===== src/hw/rtl/binom_pkg.sv =====
// Package with widths, status codes, payload types and sequencer states for the binomial block.
`default_nettype none

package binom_pkg;

   localparam int ARG_BITS    = 8;
   localparam int RESULT_BITS = 31;
   localparam int STATUS_BITS = 2;

   // Width of the running value times one factor, which is the dividend of each step.
   localparam int PROD_BITS = RESULT_BITS + ARG_BITS;
   localparam int CNT_BITS  = $clog2(PROD_BITS);

   localparam logic [STATUS_BITS-1:0] STATUS_OK       = 2'd0;
   localparam logic [STATUS_BITS-1:0] STATUS_NEG_ARG  = 2'd1;
   localparam logic [STATUS_BITS-1:0] STATUS_OVERFLOW = 2'd2;

   typedef struct packed {
      logic signed [ARG_BITS-1:0] n_value;
      logic signed [ARG_BITS-1:0] k_value;
   } req_payload_type;

   typedef struct packed {
      logic [RESULT_BITS-1:0] coefficient;
      logic [STATUS_BITS-1:0] status;
   } rsp_payload_type;

   typedef enum logic [2:0] {
      ST_IDLE,
      ST_MUL,
      ST_DIV,
      ST_CHECK,
      ST_OUT
   } state_type;

endpackage

`default_nettype wire


===== src/hw/rtl/binomial_coefficient.sv =====
// Top level of the binomial coefficient block: sequencer, shared multiplier and radix-2 divider.
`default_nettype none

// Computes C(n,k) for n and k taken as two's complement, one transfer in and one transfer out per
// item, one item at a time. The value is built as C(n-m+i, i) for i = 1 .. m with
// m = min(k, n-k): each step runs the multiplier, then a restoring radix-2 divide by i that
// retires one quotient bit per cycle over the whole product width, then a range check. A
// negative argument, k above n, k equal to 0 or n goes straight from idle to the output stage.
// The input is accepted again as soon as the result sits in the output register, so a stalled
// result does not hold up the next item's start, only its delivery.
module binomial_coefficient
   import binom_pkg::*;
(
   input  wire logic            clock,
   input  wire logic            reset,
   input  wire logic            req_valid,
   output logic                 req_ready,
   input  wire req_payload_type req_data,
   output logic                 rsp_valid,
   input  wire logic            rsp_ready,
   output rsp_payload_type      rsp_data
);

   state_type state_ff, state_in;

   logic [RESULT_BITS-1:0] c_ff, c_in;
   logic [ARG_BITS-1:0]    base_ff, base_in;
   logic [ARG_BITS-1:0]    m_ff, m_in;
   logic [ARG_BITS-1:0]    i_ff, i_in;
   logic [PROD_BITS-1:0]   quot_ff, quot_in;
   logic [ARG_BITS-1:0]    rem_ff, rem_in;
   logic [CNT_BITS-1:0]    cnt_ff, cnt_in;
   logic [RESULT_BITS-1:0] res_coef_ff, res_coef_in;
   logic [STATUS_BITS-1:0] res_status_ff, res_status_in;
   logic                   rsp_valid_ff, rsp_valid_in;
   rsp_payload_type        rsp_data_ff, rsp_data_in;

   logic                 req_xfer;
   logic [ARG_BITS-1:0]  n_u, k_u, diff_u, m_new;
   logic                 arg_neg;
   logic [ARG_BITS-1:0]  factor;
   logic [PROD_BITS-1:0] mul_prod;
   logic [ARG_BITS:0]    trial;
   logic                 trial_ge;

   assign req_ready = (state_ff == ST_IDLE);
   assign req_xfer  = req_valid && req_ready;
   assign rsp_valid = rsp_valid_ff;
   assign rsp_data  = rsp_data_ff;

   assign n_u     = req_data.n_value;
   assign k_u     = req_data.k_value;
   assign arg_neg = req_data.n_value[ARG_BITS-1] || req_data.k_value[ARG_BITS-1];
   assign diff_u  = n_u - k_u;
   assign m_new   = (k_u < diff_u) ? k_u : diff_u;

   // Shared arithmetic: one narrow multiply per step, one divider bit per cycle.
   assign factor   = base_ff + i_ff;
   assign mul_prod = PROD_BITS'(c_ff) * PROD_BITS'(factor);
   assign trial    = {rem_ff, quot_ff[PROD_BITS-1]};
   assign trial_ge = (trial >= {1'b0, i_ff});

   always_comb begin
      state_in      = state_ff;
      c_in          = c_ff;
      base_in       = base_ff;
      m_in          = m_ff;
      i_in          = i_ff;
      quot_in       = quot_ff;
      rem_in        = rem_ff;
      cnt_in        = cnt_ff;
      res_coef_in   = res_coef_ff;
      res_status_in = res_status_ff;
      rsp_valid_in  = rsp_valid_ff && !rsp_ready;
      rsp_data_in   = rsp_data_ff;

      case (state_ff)
         ST_IDLE: begin
            if (req_xfer) begin
               base_in = n_u - m_new;
               m_in    = m_new;
               c_in    = RESULT_BITS'(1);
               i_in    = ARG_BITS'(1);
               if (arg_neg) begin
                  res_coef_in   = '0;
                  res_status_in = STATUS_NEG_ARG;
                  state_in      = ST_OUT;
               end else if (k_u > n_u) begin
                  res_coef_in   = '0;
                  res_status_in = STATUS_OK;
                  state_in      = ST_OUT;
               end else if (m_new == '0) begin
                  res_coef_in   = RESULT_BITS'(1);
                  res_status_in = STATUS_OK;
                  state_in      = ST_OUT;
               end else begin
                  state_in = ST_MUL;
               end
            end
         end
         ST_MUL: begin
            quot_in  = mul_prod;
            rem_in   = '0;
            cnt_in   = '0;
            state_in = ST_DIV;
         end
         ST_DIV: begin
            // Restoring division; the quotient replaces the dividend bit by bit.
            if (trial_ge) begin
               rem_in = ARG_BITS'(trial - {1'b0, i_ff});
            end else begin
               rem_in = ARG_BITS'(trial);
            end
            quot_in = {quot_ff[PROD_BITS-2:0], trial_ge};
            cnt_in  = cnt_ff + CNT_BITS'(1);
            if (cnt_ff == CNT_BITS'(PROD_BITS - 1)) begin
               state_in = ST_CHECK;
            end
         end
         ST_CHECK: begin
            // The running value never decreases, so leaving the range once means overflow.
            if (quot_ff[PROD_BITS-1:RESULT_BITS] != '0) begin
               res_coef_in   = '0;
               res_status_in = STATUS_OVERFLOW;
               state_in      = ST_OUT;
            end else if (i_ff == m_ff) begin
               res_coef_in   = quot_ff[RESULT_BITS-1:0];
               res_status_in = STATUS_OK;
               state_in      = ST_OUT;
            end else begin
               c_in     = quot_ff[RESULT_BITS-1:0];
               i_in     = i_ff + ARG_BITS'(1);
               state_in = ST_MUL;
            end
         end
         ST_OUT: begin
            if (!rsp_valid_ff || rsp_ready) begin
               rsp_valid_in            = 1'b1;
               rsp_data_in.coefficient = res_coef_ff;
               rsp_data_in.status      = res_status_ff;
               state_in                = ST_IDLE;
            end
         end
         default: begin
            state_in = ST_IDLE;
         end
      endcase
   end

   always_ff @(posedge clock) begin
      if (reset) begin
         state_ff     <= ST_IDLE;
         rsp_valid_ff <= 1'b0;
      end else begin
         state_ff     <= state_in;
         rsp_valid_ff <= rsp_valid_in;
      end
   end

   always_ff @(posedge clock) begin
      c_ff          <= c_in;
      base_ff       <= base_in;
      m_ff          <= m_in;
      i_ff          <= i_in;
      quot_ff       <= quot_in;
      rem_ff        <= rem_in;
      cnt_ff        <= cnt_in;
      res_coef_ff   <= res_coef_in;
      res_status_ff <= res_status_in;
      rsp_data_ff   <= rsp_data_in;
   end

   // An error status always carries a zero coefficient.
   assert property (@(posedge clock) disable iff (reset)
      rsp_valid && (rsp_data.status != STATUS_OK) |-> (rsp_data.coefficient == '0))
      else $error("error status with nonzero coefficient");

   // The divider never runs with a zero divisor, and its remainder stays below the divisor.
   assert property (@(posedge clock) disable iff (reset)
      (state_ff == ST_DIV) |-> (i_ff != '0) && (rem_ff < i_ff))
      else $error("divider remainder out of range");

   // A negative argument goes straight to the output stage.
   assert property (@(posedge clock) disable iff (reset)
      req_xfer && arg_neg |=> (state_ff == ST_OUT) && (res_status_ff == STATUS_NEG_ARG))
      else $error("negative argument not reported at once");

   // The step counter never passes the number of steps of the item.
   assert property (@(posedge clock) disable iff (reset)
      (state_ff == ST_MUL) |-> (i_ff <= m_ff) && (i_ff != '0))
      else $error("step index out of range");

endmodule

`default_nettype wire

===== config.mk =====
export PLATFORM = sky130hd
export DESIGN_NAME = binomial_coefficient
export DESIGN_NICKNAME = d
export VERILOG_FILES = /design/src/hw/rtl/binom_pkg.sv /design/src/hw/rtl/binomial_coefficient.sv
export SDC_FILE = /design/constraint.sdc
export NUM_CORES = 1
export LEC_CHECK = 0
export ABC_CLOCK_PERIOD_IN_PS = 20300
export BUFFER_PORTS_ARGS = -buffer_cell sky130_fd_sc_hd__buf_2
export CORE_MARGIN = 3
export CORE_UTILIZATION = 40
export CTS_CLUSTER_SIZE = 16
export DETAILED_ROUTE_END_ITERATION = 8
export HOLD_SLACK_MARGIN = 0.02
export SLEW_MARGIN = 0
export SYNTH_ARGS = -nofsm -noshare
export SYNTH_HDL_FRONTEND = slang
export SYNTH_SLANG_ARGS = --single-unit

===== constraint.sdc =====
create_clock -name clock -period 20.3 [get_ports clock]
set_input_delay 0 -clock clock [delete_from_list [all_inputs] [get_ports clock]]
set_output_delay 0 -clock clock [all_outputs]
set_load 0.02 [all_outputs]

Word level (Yosys, flattened, before mapping). Index checks and enable logic that the tools add are counted.

Flip-flop bits (word level): 178. Bits in latches: 0. Bits in writable memories: 0. ROM bits: 0. Input bits: 20. Output and inout port bits: 35. Logic and storage cells: 90. Memories kept: 0.

Add/sub/neg operators: 6. $mul: 1. Div/mod/pow operators: 0. $lt $le $gt $ge: 3. Eq/ne operators: 13. Shift operators: 0. Mux-type cells: 38. Bitwise logic cells: 0. Reduce and logical (&&, ||, !) cells: 16.

Operator list (number): $mux W31 (9); $pmux W31 S2 (2); $pmux W39 S2 (1); $mux W8 (5); $mul A31 B8 Y39 (1); $pmux W8 S2 (2); $mux W3 (8); $sub A8 B8 Y8 (3); $pmux W3 S5 (1); $mux W2 (6); $pmux W6 S2 (1); $ge A9 B8 Y1 (1); $add A8 B1 Y8 const B (1); $add A8 B8 Y8 (1); $eq A8 B8 Y1 (1); $gt A8 B8 Y1 (1); $logic_not A8 Y1 (1); $lt A8 B8 Y1 (1); $ne A2 B2 Y1 const B (4); $reduce_and A4 Y1 (2); $reduce_bool A8 Y1 (1); $add A6 B1 Y6 const B (1); $eq A3 B2 Y1 const B (2); $eq A6 B6 Y1 const B (1); 14 further kinds (20).

Depth between registers and ports, before layout.
Depth after elaboration: 9. Depth in mapped cells: 28. Gate-level depth less buffers: 27.

Worst setup path after synthesis. No wires, ideal clock.

Path kind: reg2reg. From: register i_ff[1]. To: register quot_ff[36] (data pin). Setup time: 266 ps. Arrival: 6307 ps. Data required time: 20034 ps. Path slack: 13727 ps. Cell stages (with the launch flop): 27. Buffers on the path: 1. Period minus slack after synthesis: 6573 ps. Cells stage by stage: edfxtp_1 ha_1 a21o_1 a21oi_1 o21bai_1 a21oi_1 o21bai_1 a21oi_1 xnor2_1 clkbuf_1 and2_1 fa_1 fa_1 fa_1 inv_1 fa_1 inv_1 ha_1 a21o_1 a21o_1 a221oi_2 o31ai_2 a32oi_4 a21oi_2 o311ai_2 and3_1 o31ai_2.

Longest elaborated chain between the ends: 3.

Ends and longest elaborated chain: start, declared (RTL line binomial_coefficient.sv:29) `logic [ARG_BITS-1:0] i_ff, i_in;`; start signal, assigned (RTL line binomial_coefficient.sv:164) `i_ff <= i_in;`; $add A8 B8 Y8 (RTL line binomial_coefficient.sv:58) `assign factor = base_ff + i_ff;`; $mul A31 B8 Y39 (RTL line binomial_coefficient.sv:59) `assign mul_prod = PROD_BITS'(c_ff) * PROD_BITS'(factor);`; $pmux W39 S2 (RTL line binomial_coefficient.sv:77) `case (state_ff)`; net quot_in[36] (RTL line binomial_coefficient.sv:30) `logic [PROD_BITS-1:0] quot_ff, quot_in;`; end signal, assigned (RTL line binomial_coefficient.sv:165) `quot_ff <= quot_in;`; end, declared (RTL line binomial_coefficient.sv:30).

The timed path passes the listed nets, and every way through them passes these cells. A chain may end at the register's enable or synchronous reset.

Final worst setup path.
From: register i_ff[1]. To: register quot_ff[27] (data pin).

The elaborated chain is that of the path after synthesis.

==> results.ini <==
[timing]
setup_viol = 0
drv_slew = 0
fmax_mhz = 129
finalHoldViolCount = 0
finalWorstSetupSlack_ns = 12.55
slew_headroom_pct = 30.8
final.setup.tns_ns = 0
rsz0062_at_grt = false
worst_hold_slack_ns = 0.0372
finalCriticalPeriod_ns = 7.75
finClkSkew_ns = 0.0145
period_share_pct = 38.2
worst_pin_slew_ns = 1.04

[floorplan]
initial_utilization_pct = 41.0
chipHeight_um = 206
core_mm2 = 0.0391
num_rows = 72
pin_count = 55
die_x_um = 206
die_area_mm2 = 0.0425

[synth]
synth_edf_count = 174
synth_area_leader_cell = edfxtp_1
yosys_warnings = 0
synth_area_mm2 = 0.0160
ys_ff_latch = 178
ys_top_cells_by_area = edfxtp_1, fa_1, and2_1
netlist_instances = 1539
synthDistinctLibCells = 66
avgSynthCellArea_um2 = 10.4
synthFlopType = edfxtp_1
syn-num-nets = 1837
synth_top_area_share_pct = 32.6
ys_async_sr_fraction_pct = 0
ys_seq_area_share_pct = 33.1

[route]
drc = 0
routed_wirelength_mm = 36.7
firstDrtPassIters = 4
viasPerCell = 5.11
routedWlPerCell_um = 17.4
dr_total_vias = 10800
dr.first_iter.drc_count = 554
ant_nets = 0

[grt]
grt_remaining_overflow = 0
grt_max_degree = 60
grt_pass1_wl_mm = 60.9
grt_use_total_pct = 18.4
grt_pass1_vias = 11600
antenna_found_initial = 1

[finish]
finalInstanceArea_mm2 = 0.0177
fillers = 3711
drive_gt1_share_pct = 8.40
final_cell_mix = and2_1, inv_1, fa_1, edfxtp_1, nand2_1
mostFrequentLayoutCell = and2_1
multi_input_area_mm2 = 0.00984
seq_area_mm2 = 0.00531
antenna_cells = 0
area_growth_pct = 10.5
nets = 1881

[clocking]
clk_latency_ns = 0.46
ctsRootBufferMaster = clkbuf_16
clock-sinks = 178
cts_max_level = 4
cts_tree = yes
max-clock-path-buffers = 2
cts_inserted_buffers = 17
clkSlewWorstSetupHoldPaths_ns = 0.08
post_cts_buffers = 0
post_cts_resized = 0

[placed_design]
post-dp-hpwl_mm = 26.9
gp_congestion = 0.864
place.port_buffers = 54
postPlaceCellArea_mm2 = 0.0170
post-place-ws_ns = 12.54

[critical_path]
cp-start-kind = flip-flop
cp.arrival_ns = 7.93
slowest_stage = edfxtp_1
cpMostUsedCell = a21oi_1
ff2ff_setup_slack_ns = 12.55
crit_required_ns = 20.48
cp-end-kind = flip-flop
r2r_cells = 25
slowest_delay_ns = 0.55
path_max_fanout = 31
path_class = flip-flop to flip-flop

[status]
outcome = finished clean

[hold_path]
min_path_cells = 3
hp-class = primary input to flip-flop

[job]
drv_cap = 0

## cell families after synthesis
family | Yosys count | synth area share (%)
fa+ha+maj | 278 | 30.0
buf+inv | 272 | 6.45
simple gates | 525 | 17.3
flops | 178 | 33.1
mux | 2 | 0.125
compound gates | 212 | 9.06
xor+xnor | 72 | 3.93
## sequential cells by signal, indices dropped and copies added, names as in the netlist, 3 cells and up
signal / flops
quot_ff: 39
rsp_data: 33
c_ff: 31
res_coef_ff: 31
base_ff: 8
i_ff: 8
m_ff: 8
rem_ff: 8
cnt_ff: 6
state_ff: 3
## stage by stage
stage	cells	util, %
global route	2114	45.3
detailed placement	2069	43.4
CTS	2114	45.3
finish	2114	45.3
global placement	2069	43.4
floorplan	1539	-
## cell type report
class | count | area share (%)
clock buffer | 19 | 2.56
clock inverter | 13 | 0.925
inverter | 220 | 4.66
multi-input combinational | 1089 | 55.6
sequential | 178 | 30.0
tap | 518 | 3.66
timing repair buffer | 77 | 2.68
## cell usage after synthesis, drive strengths merged (3+ instances only)
master   number
a31oi         7
nand4        10
and2        246
a21o         20
fa          178
and3         10
o31ai         6
xor2         20
nand2b        8
dfxtp         4
o21ai        57
o211ai        3
nand3        16
inv         220
a2111oi       3
a211oi        7
or2           3
ha          100
nor4          4
a21oi        65
xnor2        52
a21boi        5
nor2b        15
o21a         11
nor3          9
o21bai        9
clkbuf       45
edfxtp      174
a211o         3
nand2       124
a221oi        4
buf           7
nor2         72
## layer usage
layer	track usage [%]	up-vias	part of all wire, %
met3	3.17	44	3.9
met1	24.6	5437	46
met2	30.6	219	48
li1	-	5099	-
met5	0	-	0.055
met4	5.60	2	2.1
## worst max-delay path: cells and delay by family (launching register included)
kind,cells,cell delay (ns)
AO/OA/AOI/OAI,13,3.00
flip-flops,1,0.55
AND/OR/NAND/NOR,2,0.45
XOR/XNOR,2,0.53
buffers and inverters,2,0.11
adder cells (fa/ha/maj),6,2.84
## repair_timing
| item | in CTS | in global routing |
|---|---|---|
| endpoints found under the setup margin | 0 | 0 |
| hold buffers | 13 | 0 |
| hold endpoints to repair | 14 | 0 |
## final timing paths
path / startpoint / end
worst max-delay path: i_ff[1] / quot_ff[27]
worst min-delay path: req_data[7] / m_ff[7]
worst max register to register: i_ff[1] / quot_ff[27]
worst min register to register: res_coef_ff[6] / rsp_data[8]
Power is not shown: default switching activity piles up to over one toggle a cycle in this logic, so the estimate is an artifact.
